--- src/sv/weighted_roulette_picker_assert.svh ---
`ifndef WEIGHTED_ROULETTE_PICKER_ASSERT_SVH
`define WEIGHTED_ROULETTE_PICKER_ASSERT_SVH

// Same-cycle implication, disabled while reset is low
`define WRP_ASSERT_IMP(lbl, clk, rst_n, ante, cons) \
    lbl: assert property (@(posedge clk) disable iff (!(rst_n)) (ante) |-> (cons)) \
        else $error("same-cycle check failed");

// Next-cycle implication, disabled while reset is low
`define WRP_ASSERT_NXT(lbl, clk, rst_n, ante, cons) \
    lbl: assert property (@(posedge clk) disable iff (!(rst_n)) (ante) |=> (cons)) \
        else $error("next-cycle check failed");

`endif

--- src/sv/wrp_pkg.sv ---
package wrp_pkg;

    localparam int MAX_METHODS = 4;
    localparam int W_MODE      = 2;
    localparam int W_MASK      = 4;
    localparam int W_WEIGHT    = 16;
    localparam int W_FRAC      = 16;
    localparam int W_IDX       = 2;
    localparam int W_EFF       = W_WEIGHT + 1;
    localparam int W_TOTAL     = W_WEIGHT + 2;
    localparam int W_PROD      = W_TOTAL + W_FRAC;

    localparam logic [W_MODE-1:0] MODE_PICK  = 2'd0;
    localparam logic [W_MODE-1:0] MODE_CLEAR = 2'd1;
    localparam logic [W_MODE-1:0] MODE_LOAD  = 2'd2;

    typedef struct packed {
        logic [W_MODE-1:0]                        mode;
        logic [W_MASK-1:0]                        usable_mask;
        logic [MAX_METHODS-1:0][W_WEIGHT-1:0]     weight;
        logic [W_FRAC-1:0]                        random_fraction;
    } t_item;

    typedef struct packed {
        logic capture;
        logic sum;
        logic mul;
        logic commit;
    } t_cmd;

    typedef struct packed {
        logic out_busy;
    } t_sts;

    typedef enum logic [3:0] {
        S_IDLE = 4'b0001,
        S_SUM  = 4'b0010,
        S_MUL  = 4'b0100,
        S_PICK = 4'b1000
    } t_state;

endpackage

--- src/sv/wrp_item_if.sv ---
interface wrp_item_if;
    logic                           valid;
    logic                           ready;
    logic [wrp_pkg::W_MODE-1:0]     mode;
    logic [wrp_pkg::W_MASK-1:0]     usable_mask;
    logic [wrp_pkg::W_WEIGHT-1:0]   weight_zero;
    logic [wrp_pkg::W_WEIGHT-1:0]   weight_one;
    logic [wrp_pkg::W_WEIGHT-1:0]   weight_two;
    logic [wrp_pkg::W_WEIGHT-1:0]   weight_three;
    logic [wrp_pkg::W_FRAC-1:0]     random_fraction;

    modport source (
        output valid, mode, usable_mask, weight_zero, weight_one, weight_two,
               weight_three, random_fraction,
        input  ready
    );
    modport sink (
        input  valid, mode, usable_mask, weight_zero, weight_one, weight_two,
               weight_three, random_fraction,
        output ready
    );
endinterface

--- src/sv/wrp_res_if.sv ---
interface wrp_res_if;
    logic                           valid;
    logic                           ready;
    logic [wrp_pkg::W_IDX-1:0]      chosen;
    logic                           none_available;
    logic [wrp_pkg::W_MASK-1:0]     used_now;

    modport source (
        output valid, chosen, none_available, used_now,
        input  ready
    );
    modport sink (
        input  valid, chosen, none_available, used_now,
        output ready
    );
endinterface

--- src/sv/wrp_ctrl.sv ---
`include "weighted_roulette_picker_assert.svh"

module wrp_ctrl (
    input  logic          i_clk,
    input  logic          i_rst_n,
    input  logic          i_in_valid,
    output logic          o_in_ready,
    input  wrp_pkg::t_sts i_sts,
    output wrp_pkg::t_cmd o_cmd
);

    wrp_pkg::t_state r_state;
    wrp_pkg::t_state n_state;

    always_comb begin
        n_state      = r_state;
        o_in_ready   = (r_state == wrp_pkg::S_IDLE);
        o_cmd        = '0;
        unique case (r_state)
            wrp_pkg::S_IDLE: begin
                if (i_in_valid) begin
                    o_cmd.capture = 1'b1;
                    n_state       = wrp_pkg::S_SUM;
                end
            end
            wrp_pkg::S_SUM: begin
                o_cmd.sum = 1'b1;
                n_state   = wrp_pkg::S_MUL;
            end
            wrp_pkg::S_MUL: begin
                o_cmd.mul = 1'b1;
                n_state   = wrp_pkg::S_PICK;
            end
            wrp_pkg::S_PICK: begin
                // hold until the output register can take the beat
                if (!i_sts.out_busy) begin
                    o_cmd.commit = 1'b1;
                    n_state      = wrp_pkg::S_IDLE;
                end
            end
            default: begin
                n_state = wrp_pkg::S_IDLE;
            end
        endcase
    end

    always_ff @(posedge i_clk) begin
        if (!i_rst_n) begin
            r_state <= wrp_pkg::S_IDLE;
        end else begin
            r_state <= n_state;
        end
    end

    `WRP_ASSERT_NXT(a_capture_to_sum, i_clk, i_rst_n, o_cmd.capture, o_cmd.sum)
    `WRP_ASSERT_NXT(a_commit_to_idle, i_clk, i_rst_n, o_cmd.commit, o_in_ready)
    `WRP_ASSERT_IMP(a_single_cmd, i_clk, i_rst_n, o_cmd.capture,
                    !(o_cmd.sum || o_cmd.mul || o_cmd.commit))

endmodule

--- src/sv/wrp_dpath.sv ---
`include "weighted_roulette_picker_assert.svh"

module wrp_dpath #(
    parameter int NUM_METHODS = 4
) (
    input  logic             i_clk,
    input  logic             i_rst_n,
    input  wrp_pkg::t_item   i_item,
    input  wrp_pkg::t_cmd    i_cmd,
    output wrp_pkg::t_sts    o_sts,
    wrp_res_if.source        o_res
);

    localparam int N = wrp_pkg::MAX_METHODS;

    wrp_pkg::t_item                     r_item;
    logic [wrp_pkg::W_MASK-1:0]         r_used;
    logic [wrp_pkg::W_MASK-1:0]         n_used;
    logic [N-1:0]                       r_elig;
    logic [N-1:0][wrp_pkg::W_EFF-1:0]   r_wt;
    logic [wrp_pkg::W_TOTAL-1:0]        r_total;
    logic [wrp_pkg::W_PROD-1:0]         r_target;
    logic                               r_out_valid;
    logic [wrp_pkg::W_IDX-1:0]          r_chosen;
    logic                               r_none;

    logic [N-1:0]                       elig;
    logic [N-1:0][wrp_pkg::W_EFF-1:0]   wt_eff;
    logic [wrp_pkg::W_TOTAL-1:0]        total;
    logic [N-1:0][wrp_pkg::W_TOTAL-1:0] run;
    logic [N-1:0]                       hit;
    logic [wrp_pkg::W_IDX-1:0]          pick_idx;
    logic                               pick_found;
    logic [wrp_pkg::W_IDX-1:0]          n_chosen;
    logic                               n_none;

    // effective weights: zero counts as one, used or absent methods drop out
    always_comb begin
        total = '0;
        for (int i = 0; i < N; i++) begin
            elig[i] = (i < NUM_METHODS) && !r_used[i];
            if (!elig[i]) begin
                wt_eff[i] = '0;
            end else if (r_item.weight[i] == '0) begin
                wt_eff[i] = wrp_pkg::W_EFF'(1);
            end else begin
                wt_eff[i] = wrp_pkg::W_EFF'(r_item.weight[i]);
            end
            total = total + wrp_pkg::W_TOTAL'(wt_eff[i]);
        end
    end

    // running sums and the first eligible method that reaches the target
    always_comb begin
        pick_idx   = '0;
        pick_found = 1'b0;
        for (int i = 0; i < N; i++) begin
            if (i == 0) begin
                run[i] = wrp_pkg::W_TOTAL'(r_wt[i]);
            end else begin
                run[i] = run[i-1] + wrp_pkg::W_TOTAL'(r_wt[i]);
            end
            hit[i] = r_elig[i] && ({run[i], {wrp_pkg::W_FRAC{1'b0}}} >= r_target);
        end
        for (int i = N - 1; i >= 0; i--) begin
            if (hit[i]) begin
                pick_idx   = wrp_pkg::W_IDX'(i);
                pick_found = 1'b1;
            end
        end
    end

    always_comb begin
        n_used   = r_used;
        n_chosen = '0;
        n_none   = 1'b0;
        unique case (r_item.mode)
            wrp_pkg::MODE_CLEAR: begin
                n_used = '0;
            end
            wrp_pkg::MODE_LOAD: begin
                n_used = ~r_item.usable_mask;
            end
            wrp_pkg::MODE_PICK: begin
                if (r_total == '0) begin
                    n_none = 1'b1;
                end else if (pick_found) begin
                    n_chosen           = pick_idx;
                    n_used[pick_idx]   = 1'b1;
                end
            end
            default: begin
                n_used = r_used;
            end
        endcase
    end

    always_ff @(posedge i_clk) begin
        if (i_cmd.capture) begin
            r_item <= i_item;
        end
        if (i_cmd.sum) begin
            r_elig  <= elig;
            r_wt    <= wt_eff;
            r_total <= total;
        end
        if (i_cmd.mul) begin
            r_target <= wrp_pkg::W_PROD'(r_item.random_fraction) * wrp_pkg::W_PROD'(r_total);
        end
        if (i_cmd.commit) begin
            r_chosen <= n_chosen;
            r_none   <= n_none;
        end
    end

    always_ff @(posedge i_clk) begin
        if (!i_rst_n) begin
            r_used      <= '0;
            r_out_valid <= 1'b0;
        end else begin
            if (i_cmd.commit) begin
                r_used      <= n_used;
                r_out_valid <= 1'b1;
            end else if (o_res.ready) begin
                r_out_valid <= 1'b0;
            end
        end
    end

    assign o_sts.out_busy       = r_out_valid && !o_res.ready;
    assign o_res.valid          = r_out_valid;
    assign o_res.chosen         = r_chosen;
    assign o_res.none_available = r_none;
    assign o_res.used_now       = r_used;

    `WRP_ASSERT_IMP(a_pick_marks_one, i_clk, i_rst_n,
                    i_cmd.commit && r_item.mode == wrp_pkg::MODE_PICK && r_total != '0,
                    $countones(n_used) == $countones(r_used) + 1)
    `WRP_ASSERT_IMP(a_empty_keeps_used, i_clk, i_rst_n,
                    i_cmd.commit && n_none, n_used == r_used && n_chosen == '0)
    `WRP_ASSERT_IMP(a_commit_slot_free, i_clk, i_rst_n,
                    i_cmd.commit, !o_sts.out_busy)

endmodule

--- src/sv/weighted_roulette_picker.sv ---
// A result beat becomes valid once its input beat has passed the capture, weight
// sum, 16x18 multiply, compare and select steps. No new item is taken until the
// last one is committed; a stalled result beat holds the select step until taken.
// Reset (synchronous, active low) clears the used mask, the controller state and
// the output valid; the block takes items as soon as reset is released.
module weighted_roulette_picker #(
    parameter int NUM_METHODS = 4
) (
    input  logic       i_clk,
    input  logic       i_rst_n,
    wrp_item_if.sink   i_item,
    wrp_res_if.source  o_res
);

    wrp_pkg::t_item item;
    wrp_pkg::t_cmd  cmd;
    wrp_pkg::t_sts  sts;
    logic           in_ready;

    assign item.mode            = i_item.mode;
    assign item.usable_mask     = i_item.usable_mask;
    assign item.weight[0]       = i_item.weight_zero;
    assign item.weight[1]       = i_item.weight_one;
    assign item.weight[2]       = i_item.weight_two;
    assign item.weight[3]       = i_item.weight_three;
    assign item.random_fraction = i_item.random_fraction;
    assign i_item.ready         = in_ready;

    wrp_ctrl u_ctrl (
        .i_clk      (i_clk),
        .i_rst_n    (i_rst_n),
        .i_in_valid (i_item.valid),
        .o_in_ready (in_ready),
        .i_sts      (sts),
        .o_cmd      (cmd)
    );

    wrp_dpath #(
        .NUM_METHODS (NUM_METHODS)
    ) u_dpath (
        .i_clk   (i_clk),
        .i_rst_n (i_rst_n),
        .i_item  (item),
        .i_cmd   (cmd),
        .o_sts   (sts),
        .o_res   (o_res)
    );

endmodule

--- src/flat_wrapper.sv ---
// flat-port wrapper written by rule: the top's interface ports become plain ports
module weighted_roulette_picker_flat 
#(
    parameter int NUM_METHODS = 4
)
  (i_clk, i_rst_n, i_item_valid, i_item_mode, i_item_usable_mask, i_item_weight_zero, i_item_weight_one, i_item_weight_two, i_item_weight_three, i_item_random_fraction, i_item_ready, o_res_valid, o_res_chosen, o_res_none_available, o_res_used_now, o_res_ready);
  wrp_item_if i_item_i ();
  wrp_res_if o_res_i ();
  input  logic i_clk;
  input  logic i_rst_n;
  input wire logic [$bits(i_item_i.valid)-1:0] i_item_valid;
  input wire logic [$bits(i_item_i.mode)-1:0] i_item_mode;
  input wire logic [$bits(i_item_i.usable_mask)-1:0] i_item_usable_mask;
  input wire logic [$bits(i_item_i.weight_zero)-1:0] i_item_weight_zero;
  input wire logic [$bits(i_item_i.weight_one)-1:0] i_item_weight_one;
  input wire logic [$bits(i_item_i.weight_two)-1:0] i_item_weight_two;
  input wire logic [$bits(i_item_i.weight_three)-1:0] i_item_weight_three;
  input wire logic [$bits(i_item_i.random_fraction)-1:0] i_item_random_fraction;
  output wire logic [$bits(i_item_i.ready)-1:0] i_item_ready;
  output wire logic [$bits(o_res_i.valid)-1:0] o_res_valid;
  output wire logic [$bits(o_res_i.chosen)-1:0] o_res_chosen;
  output wire logic [$bits(o_res_i.none_available)-1:0] o_res_none_available;
  output wire logic [$bits(o_res_i.used_now)-1:0] o_res_used_now;
  input wire logic [$bits(o_res_i.ready)-1:0] o_res_ready;
  assign i_item_i.valid = i_item_valid;
  assign i_item_i.mode = i_item_mode;
  assign i_item_i.usable_mask = i_item_usable_mask;
  assign i_item_i.weight_zero = i_item_weight_zero;
  assign i_item_i.weight_one = i_item_weight_one;
  assign i_item_i.weight_two = i_item_weight_two;
  assign i_item_i.weight_three = i_item_weight_three;
  assign i_item_i.random_fraction = i_item_random_fraction;
  assign i_item_ready = i_item_i.ready;
  assign o_res_valid = o_res_i.valid;
  assign o_res_chosen = o_res_i.chosen;
  assign o_res_none_available = o_res_i.none_available;
  assign o_res_used_now = o_res_i.used_now;
  assign o_res_i.ready = o_res_ready;
  weighted_roulette_picker #(.NUM_METHODS(NUM_METHODS)) u_core (.i_clk(i_clk), .i_rst_n(i_rst_n), .i_item(i_item_i), .o_res(o_res_i));
endmodule
--- config.mk ---
export PLATFORM = sky130hd
export DESIGN_NAME = weighted_roulette_picker_flat
export DESIGN_NICKNAME = d
export VERILOG_FILES = /design/src/sv/wrp_pkg.sv /design/src/sv/wrp_item_if.sv /design/src/sv/wrp_res_if.sv /design/src/sv/wrp_ctrl.sv /design/src/sv/wrp_dpath.sv /design/src/sv/weighted_roulette_picker.sv /design/src/flat_wrapper.sv
export VERILOG_INCLUDE_DIRS = /design/src /design/src/sv
export SDC_FILE = /design/constraint.sdc
export NUM_CORES = 1
export LEC_CHECK = 0
export ABC_AREA = 1
export ABC_CLOCK_PERIOD_IN_PS = 8850
export BUFFER_PORTS_ARGS = -buffer_cell sky130_fd_sc_hd__buf_2
export CORE_ASPECT_RATIO = 0.6
export CORE_UTILIZATION = 41
export DETAILED_ROUTE_END_ITERATION = 8
export PLACE_DENSITY_LB_ADDON = 0.05
export SLEW_MARGIN = 20
export SYNTH_ARGS = -nofsm -noshare
export SYNTH_HDL_FRONTEND = slang
export SYNTH_SLANG_ARGS = --single-unit
export TNS_END_PERCENT = 10
--- constraint.sdc ---
create_clock -name i_clk -period 8.85 [get_ports i_clk]
set_input_delay 1.77 -clock i_clk [delete_from_list [all_inputs] [get_ports i_clk]]
set_output_delay 1.77 -clock i_clk [all_outputs]
set_load 0.01 [all_outputs]
Word level (Yosys, flattened, before mapping)
Index checks and enable logic that the tools add are counted.

$add $sub $neg: 6. Multipliers: 1. $lt $le $gt $ge: 6. Equal/unequal tests: 10. Multiplexer cells: 33. Bitwise gates (word level): 4. Reduce and logical (&&, ||, !) cells: 22.

Operator list (number): $ge A34 B34 Y1 (3); $mux W16 (6); $add A18 B17 Y18 (4); $logic_not A16 Y1 (4); $ge A33 B34 Y1 (1); $mul A16 B18 Y34 (1); $mux W17 (2); $add A16 B17 Y18 (1); $add A17 B17 Y18 (1); $logic_not A18 Y1 (1); $mux W4 (4); $pmux W4 S4 (1); $mux W1 (14); $pmux W4 S3 (1); $mux W2 (4); $ne A2 B2 Y1 const B (4); $logic_and A1 B1 Y1 (6); $logic_not A1 Y1 (5); $eq A4 B1 Y1 const B (1); $eq A4 B2 Y1 const B (1); $eq A4 B3 Y1 const B (1); $eq A4 B4 Y1 const B (1); $not A4 Y4 (1); $or A4 B4 Y4 (1); other kinds (12) (13).

Register bits after elaboration: 222. Bits of input ports: 90. Output and inout bits: 9. Word-level logic and storage cells: 101.

Logic depth before layout (Yosys ltp)
Gate-level depths: netlist of run 1.

Depth after elaboration: 17. Gate-level depth with buffers: 45. Depth with buffers taken out: 45.

By module
A second synthesis of run 1 with hierarchy kept.

Cell total of the unflattened synthesis: 2543. Area total of the unflattened synthesis: 22705.5 um2.

Modules (own cells, without submodules): wrp_dpath (times used 1, cells each 2504, area an instance 22475.3 um2, seq. area each 6376.1 um2); wrp_ctrl (times used 1, cells each 39, area an instance 230.2 um2, seq. area each 80.1 um2).

Worst setup path after synthesis of run 1
OpenSTA, ideal clock, no wires.

Path kind: in2reg. Start point: input i_item_valid. End point: register u_core.u_dpath.r_item[0] in the netlist's numbering, enable pin. Library setup time: 0.531 ns. Arrival time: 5.380 ns. Required time: 8.319 ns. Path slack: 2.938 ns. Cell stages on the path: 2. Buffers on the path: 0. Path through: inv_1 nor2_1.

RTL lines: from (decl) (RTL line flat_wrapper.sv:11) `input wire logic [$bits(i_item_i.valid)-1:0] i_item_valid;`; to (signal assigned) (RTL line wrp_dpath.sv:100) `r_item <= i_item;`; to (decl) (RTL line wrp_dpath.sv:16) `wrp_pkg::t_item r_item;`.

Worst setup path in the final report of run 1
Start point: register u_core.u_dpath.r_wt[4] in the netlist's numbering. End point: register u_core.u_dpath.r_used, in the netlist u_core.u_dpath.o_res.used_now[0].

Cells in the longest elaborated chain, start to end: 17. Elaborated cells on any way between the ends: 30. Classes of those cells: add/sub: 3; order compare: 6; eq/ne: 1; mux: 13; bitwise: 1; reduce/logical: 6.

RTL lines: from (decl) (RTL line wrp_dpath.sv:20) `logic [N-1:0][wrp_pkg::W_EFF-1:0] r_wt;`; from (signal assigned) (RTL line wrp_dpath.sv:104) `r_wt <= wt_eff;`; $add A17 B17 Y18 (RTL line wrp_dpath.sv:61) `run[i] = run[i-1] + wrp_pkg::W_TOTAL'(r_wt[i]);`; $add A18 B17 Y18 (2 in a row) (RTL line wrp_dpath.sv:61); $ge A34 B34 Y1 (RTL line wrp_dpath.sv:63) `hit[i] = r_elig[i] && ({run[i], {wrp_pkg::W_FRAC{1'b0}}} >= r_target);`; $logic_and A1 B1 Y1 (RTL line wrp_dpath.sv:63); $mux W2 (4 in a row) (RTL line wrp_dpath.sv:66) `if (hit[i]) begin`; $lt A2 B3 Y1 (not written as such) / $ge A2 B1 Y1 (equally long branches) (RTL line wrp_dpath.sv:89) `n_used[pick_idx] = 1'b1;`; $logic_and A1 B1 Y1 (not written as such) (RTL line wrp_dpath.sv:89); $mux W1 (not written as such) (RTL line wrp_dpath.sv:89); $demux W1 S2 (RTL line wrp_dpath.sv:89); $or A4 B4 Y4 (no line); $mux W4 (RTL line wrp_dpath.sv:87) `end else if (pick_found) begin`; $mux W4 (RTL line wrp_dpath.sv:85) `if (r_total == '0) begin`; $pmux W4 S3 (RTL line wrp_dpath.sv:77) `unique case (r_item.mode)`; to (signal assigned) (RTL line wrp_dpath.sv:122) `r_used <= n_used;`; to (decl) (RTL line wrp_dpath.sv:17) `logic [wrp_pkg::W_MASK-1:0] r_used;`.

Parallel ways exist; a longest one is shown, timed or not. The select of a mux whose other input is x is not followed. A chain may end at the register's enable or synchronous reset.

==> flow_metrics.py, run 1 <==
metrics = {
    "status": {
        "outcome": "finished, final reports clean",
    },
    "routing": {
        "ant_nets": 0,
        "drt_wl_total_um": 67700,
        "vias": 16600,
        "drtIter0Drc": 1396,
        "wl_per_cell_um": 20.6,
        "drc_errors": 0,
        "drt_pre_antenna_iters": 7,
        "viasPerCell": 5.06,
    },
    "sta": {
        "tns_ns": 0,
        "slew_violations": 0,
        "timing.final.crit_share": 0.765,
        "layout_setup_ws_ns": 2.08,
        "setup_viol": 0,
        "timing_worst_slew_pin_value_ns": 1.17,
        "holdWs_ns": 0.567,
        "finalHoldViolCount": 0,
        "rsz0062_at_grt": "no",
        "fin_skew_ns": 0.0306,
        "relSlewSlack": 0.222,
        "max_freq_mhz": 148,
        "timing.final.crit_period_ns": 6.77,
    },
    "final_layout": {
        "areaGrowthSynthToFinish_pct": 8.85,
        "nets": 3146,
        "drive_above_1_share": 0.0776,
        "mostFrequentLayoutCell": "inv_1",
        "layout_common_cells": "inv_1, nand2_1, fa_1",
        "fillers": 5280,
        "antenna_cells": 0,
    },
    "setup_path": {
        "startpoint_type": "flop",
        "crit_arrival_ns": 7.26,
        "setup.worst_path.class": "reg2reg",
        "crit_path_frequent_cell": "nand2_1",
        "cp_slowest_cell": "nor2_1",
        "cpPeakStageDelay_ns": 0.56,
        "cp-end-kind": "flop",
        "critPathMaxFanout": 6,
        "required_ns": 9.35,
    },
    "global_routing": {
        "grt_pass1_vias": 16800,
        "track_usage": 0.249,
        "grt_max_degree": 71,
        "antenna_found_initial": 2,
        "grt_overflow": 0,
        "grt_pass1_wl_um": 103000,
    },
    "cts": {
        "cts-root-buf": "clkbuf_16",
        "clk_latency_ns": 0.57,
        "postCtsSetupRepairBufs": 0,
        "cts_tree": "done",
        "ctsResizeCount": 0,
        "htree_num_levels": 1,
        "cts_sinks": 218,
        "cts.reportedPaths.clkPinSlew_ns": 0.06,
        "numCtsBuffers": 25,
        "cts_hold_buf": 0,
        "clk_path_buf_depth": 3,
    },
    "synthesis": {
        "syn_area_um2": 22600,
        "synth_edf_count": 209,
        "syn_nets": 3086,
        "synthArstFlopShare": 0,
        "synth_ff_type": "edfxtp_1",
        "synth_seq_cells": 218,
        "yosys_warnings": 0,
        "synth_seq_area_share": 0.286,
        "postSynthAreaPerCell_um2": 9.03,
        "postSynthCellCount": 2497,
        "synth_cell_types": 54,
    },
    "floorplanning": {
        "die_w_um": 305,
        "die_h_um": 184,
        "io_pins": 99,
        "initial_core_util": 0.416,
        "rows": 66,
        "core_area_um2": 54300,
        "die_area_um2": 56000,
    },
    "power": {
        "p_leak_nw": 12.4,
        "pwr_density_cell_nw_per_um2": 415,
        "ir_drop_v": 0.000533,
    },
    "place": {
        "gp_congestion": 0.883,
        "portBuffers": 98,
        "hpwl_um": 56100,
        "post-place-ws_ns": 2.25,
    },
    "flow_run": {
        "drv_cap": 0,
    },
    "min_path": {
        "worstHoldPathType": "reg2reg",
    },
}
[worst max-delay path: cells and delay by family (launching register included)]
| family | cells | cell delay (ns) |
|---|---|---|
| AO/OA/AOI/OAI | 8 | 1.67 |
| XOR/XNOR | 2 | 0.52 |
| adder cells (fa/ha/maj) | 4 | 1.49 |
| buffers and inverters | 1 | 0.09 |
| flip-flops | 1 | 0.46 |
| AND/OR/NAND/NOR | 20 | 2.50 |
[logic make-up after synthesis]
kind of cell | share of synthesized area
and+or+nand+nor | 0.147
DFF | 0.286
buffers and inverters | 0.108
adders and majority gates | 0.362
xor gates and xnor gates | 0.0352
AOI/OAI and AO/OA | 0.0611
[report_power, final]
part / switching, mW / total, mW / internal [mW]
Combinational: 4.73 / 7.49 / 2.76
Clock: 0.452 / 1.05 / 0.596
Sequential: 0.0998 / 1.66 / 1.56
[registers in the layout, indices dropped and copies added, names as in the netlist]
| signal | flops |
|---|---|
| u_core.u_dpath.r_elig | 4 |
| u_core.u_dpath.r_item | 86 |
| u_core.u_ctrl.r_state | 4 |
| u_core.u_dpath.o_res.chosen | 2 |
| u_core.u_dpath.r_wt | 64 |
| u_core.u_dpath.o_res.valid | 1 |
| u_core.u_dpath.o_res.none_available | 1 |
| u_core.u_dpath.o_res.used_now | 4 |
| u_core.u_dpath.r_target | 34 |
| u_core.u_dpath.r_total | 18 |
[through the flow]
stage,util,power [mW],instances,instance area (um2)
global placement,0.438,9.06,3244,23800
CTS,0.453,10.2,3290,24600
detailed placement,0.438,9.06,3244,23800
floorplan,-,6.87,2497,22600
global route,0.453,11.2,3290,24600
finish,0.453,10.2,3290,24600
[final timing paths]
| kind | depth (start not counted) | endpoint | startpoint | slack, ns |
|---|---|---|---|---|
| setup / recovery | 35 | u_core.u_dpath.o_res.used_now[0] | u_core.u_dpath.r_wt[4] | 2.08 |
| hold / removal | 3 | u_core.u_ctrl.r_state[2] | u_core.u_ctrl.r_state[2] | 0.57 |
| setup reg to reg | 35 | u_core.u_dpath.o_res.used_now[0] | u_core.u_dpath.r_wt[4] | 2.08 |
| hold reg to reg | 3 | u_core.u_ctrl.r_state[2] | u_core.u_ctrl.r_state[2] | 0.57 |
[routing by layer]
layer | global-route usage | up-vias | wire length, um
met4 | 0.0358 | 0 | 983
met5 | 0 | - | 0
met3 | 0.0544 | 53 | 6300
li1 | - | 7861 | -
met2 | 0.309 | 553 | 23600
met1 | 0.426 | 8177 | 36800
[cell type report]
type                            count  area, um2  area share
Multi-Input combinational cell   1629      13700       0.557
Sequential cell                   218       6460       0.263
Inverter                          574       2160      0.0878
Tap cell                          714        893      0.0364
Clock buffer                       36        677      0.0276
Timing Repair Buffer              109        573      0.0233
Clock inverter                     10        124     0.00505
[synthesized netlist by cell type (8+ instances only)]
master | n | share of area
clkbuf_1 | 74 | 0.012
fa_1 | 257 | 0.23
ha_1 | 242 | 0.13
edfxtp_1 | 209 | 0.28
nand4_1 | 16 | 0.0044
nand3_1 | 31 | 0.0069
nor2_1 | 159 | 0.026
a21o_1 | 10 | 0.0033
inv_1 | 567 | 0.094
o21ai_1 | 8 | 0.0018
nand2_1 | 547 | 0.091
nor4_1 | 22 | 0.0061
a21oi_1 | 119 | 0.026
o21ai_2 | 13 | 0.0050
xor2_1 | 54 | 0.021
dfxtp_1 | 9 | 0.0080
xnor2_1 | 33 | 0.013
o21ai_0 | 35 | 0.0078
nor3_1 | 12 | 0.0027
Note: power is estimated with default switching activity, not from simulation.
==> run 2: changes to the inputs <==
ABC_AREA = 0   (was 1)
ABC_CLOCK_PERIOD_IN_PS = 6100   (was 8850)
clock period = 6.1 ns   (was 8.85 ns; I/O delays follow)
==> flow_metrics.py, run 2 <==
metrics = {
    "power": {
        "internal_power_mw": 7.56,
        "p_leak_nw": 11.9,
        "p_comb_frac": 0.720,
        "p_clk_frac": 0.115,
        "switchingPower_mw": 5.57,
        "swShare": 0.424,
        "pwr-share-seq": 0.165,
        "pwr_density_cell_nw_per_um2": 501,
        "ir_drop_v": 0.000642,
        "p_total_mw": 13.1,
    },
    "final_layout": {
        "top_register": "u_core.u_dpath.r_item",
        "nets": 3002,
        "finalNonFillerCells": 3124,
        "areaGrowthSynthToFinish_pct": 21.2,
        "layout_common_cells": "inv_1, buf_4, fa_1",
        "fin_util": 0.509,
        "mostFrequentLayoutCell": "inv_1",
        "reg_top3": "u_core.u_dpath.r_item (86), u_core.u_dpath.r_wt (64), u_core.u_dpath.r_target (34)",
        "largest_reg_flops": 86,
        "drive_above_1_share": 0.198,
        "finalInstanceArea_um2": 26200,
    },
    "routing": {
        "drc_errors": 0,
        "drtIter0Drc": 1028,
        "vias": 16000,
        "ant_nets": 0,
        "viasPerCell": 5.13,
        "drt_wl_total_um": 60600,
        "drt_pre_antenna_iters": 5,
        "wl_per_cell_um": 19.4,
    },
    "place": {
        "gp_congestion": 0.902,
        "placed_cell_area_um2": 25000,
        "dp.cells": 3070,
        "hpwl_um": 51100,
        "portBuffers": 98,
    },
    "min_path": {
        "worstHoldPathType": "reg2reg",
    },
    "floorplanning": {
        "rows": 64,
        "io_pins": 99,
        "die_h_um": 180,
        "die_w_um": 298,
        "die_area_um2": 53700,
        "core_area_um2": 51500,
        "initial_core_util": 0.420,
    },
    "setup_path": {
        "critPathMaxFanout": 5,
        "cpPeakStageDelay_ns": 0.39,
        "startpoint_type": "flop",
        "setup.worst_path.class": "reg2reg",
        "crit_arrival_ns": 7.18,
        "cp_slowest_cell": "edfxtp_1",
        "required_ns": 6.55,
        "cp-end-kind": "flop",
    },
    "global_routing": {
        "grt_overflow": 0,
        "antenna_found_initial": 2,
        "grt_pass1_wl_um": 95800,
        "grt_max_degree": 54,
        "track_usage": 0.232,
        "grt_pass1_vias": 16500,
    },
    "flow_run": {
        "drv_cap": 0,
    },
    "synthesis": {
        "ys_top_cells_by_area": "edfxtp_1, fa_1, ha_1",
        "synth_edf_count": 209,
        "synth_seq_area_share": 0.299,
        "postSynthAreaPerCell_um2": 10.5,
        "syn_area_um2": 21600,
        "postSynthCellCount": 2053,
        "yosysTopAreaCellShare": 0.290,
        "synthTopCellsByCount": "inv_1, fa_1, ha_1",
        "yosysTopAreaCell": "edfxtp_1",
        "yosys_warnings": 0,
        "synthArstFlopShare": 0,
        "syn_nets": 2642,
        "synth_cell_types": 63,
        "synth_ff_type": "edfxtp_1",
        "synthMostInstantiatedCell": "inv_1",
        "synth_seq_cells": 218,
    },
    "sta": {
        "slew_violations": 0,
        "rsz0062_at_grt": "yes",
        "tns_ns": -3.41,
        "timing.final.crit_period_ns": 6.73,
        "finalHoldViolCount": 0,
        "fin_skew_ns": 0.0230,
        "timing.final.crit_share": 1.10,
        "timing_worst_slew_pin_value_ns": 0.948,
        "max_freq_mhz": 149,
        "layout_setup_ws_ns": -0.626,
        "setup_viol": 11,
        "relSlewSlack": 0.363,
    },
    "cts": {
        "cts-root-buf": "clkbuf_16",
        "cts_sinks": 218,
        "htree_num_levels": 1,
        "cts.reportedPaths.clkPinSlew_ns": 0.07,
        "clk_path_buf_depth": 3,
        "cts_hold_buf": 0,
        "clk_latency_ns": 0.57,
        "cts_tree": "done",
        "numCtsBuffers": 24,
    },
    "status": {
        "violations": "negative setup slack",
        "outcome": "finished, violations left",
    },
}
==> run 2: changes by cell type in the layout (fill, tap and decap cells not counted), moves of 27 or more <==
cell     before  now
nor2_1      158   69
buf_4        11  270
xnor2_1      33   62
nand2_1     547  240
nor2b_1       0   38
xor2_1       54   17
and2_1        2  134
a21oi_1     119   72
a21o_1       10   37
inv_1       566  300
==> run 2: power by group through the flow <==
| stage | Combinational [mW] | Clock, mW | Sequential (mW) |
|---|---|---|---|
| finish | 9.45 | 1.51 | 2.17 |
| global route | 10.7 | 1.61 | 2.17 |
| CTS | 9.12 | 1.55 | 2.17 |
| detailed placement | 8.88 | 0 | 2.20 |
| global placement | 8.80 | 0 | 2.20 |
| floorplan | 5.74 | 0 | 2.18 |
==> run 2: per-layer routing <==
layer  up-vias  share of wire  GRT usage
met2       419           0.38      0.312
met1      7980           0.54      0.387
met3        43          0.067     0.0399
li1       7598              -          -
met5         -              0          0
met4         0          0.013     0.0336
==> run 2: repair_timing <==
action / CTS / global route
gates resized for setup: 31 / 30
pin swaps: 23 / 38
setup buffers: 5 / 5
endpoints found under the setup margin: 15 / 23
==> run 2: cell families after synthesis <==
group,after synthesis,share of synthesized area
buffers and inverters,351,0.0610
flip-flops,218,0.299
XOR/XNOR,82,0.0336
adder cells (fa/ha/maj),499,0.378
AO/OA/AOI/OAI,288,0.0871
AND/OR/NAND/NOR,614,0.141
multiplexers,1,0.000521
==> run 2: path summary, 6_finish.rpt <==
path	from	to	depth (start not counted)	slack (ns)
max	u_core.u_dpath.r_wt[0]	u_core.u_dpath.o_res.used_now[0]	34	-0.63
min	u_core.u_dpath.r_item[81]	u_core.u_dpath.o_res.used_now[1]	3	0.60
max reg2reg	u_core.u_dpath.r_wt[0]	u_core.u_dpath.o_res.used_now[0]	34	-0.63
min reg2reg	u_core.u_dpath.r_item[81]	u_core.u_dpath.o_res.used_now[1]	3	0.60
==> run 2: cell type report <==
type                       count  area, um2
clock inverter                16        144
clock buffer                  27        633
timing repair buffer         384       2810
sequential                   218       6460
tap                          693        867
fill                        4762      25300
multi-input combinational   1484      14100
inverter                     301       1130
antenna                        1       2.50
==> run 2: through the flow <==
| stage | hold slack [ns] | setup WS, ns |
|---|---|---|
| 3_5_place_dp | 0.598 | -0.966 |
| 6_report | 0.602 | -0.626 |
| 2_1_floorplan | 0.542 | -0.425 |
| 4_1_cts | 0.612 | -0.721 |
| 3_3_place_gp | 0.593 | -0.854 |
| 5_1_grt | 0.649 | -0.895 |
==> run 2: worst max-delay path: cells and delay by family, from the launching register on <==
kind / cells / cell delay (ns)
compound gates: 18 / 3.26
xor+xnor: 3 / 0.36
fa+ha+maj: 5 / 1.28
buf+inv: 2 / 0.25
flops: 1 / 0.39
simple gates: 6 / 1.10
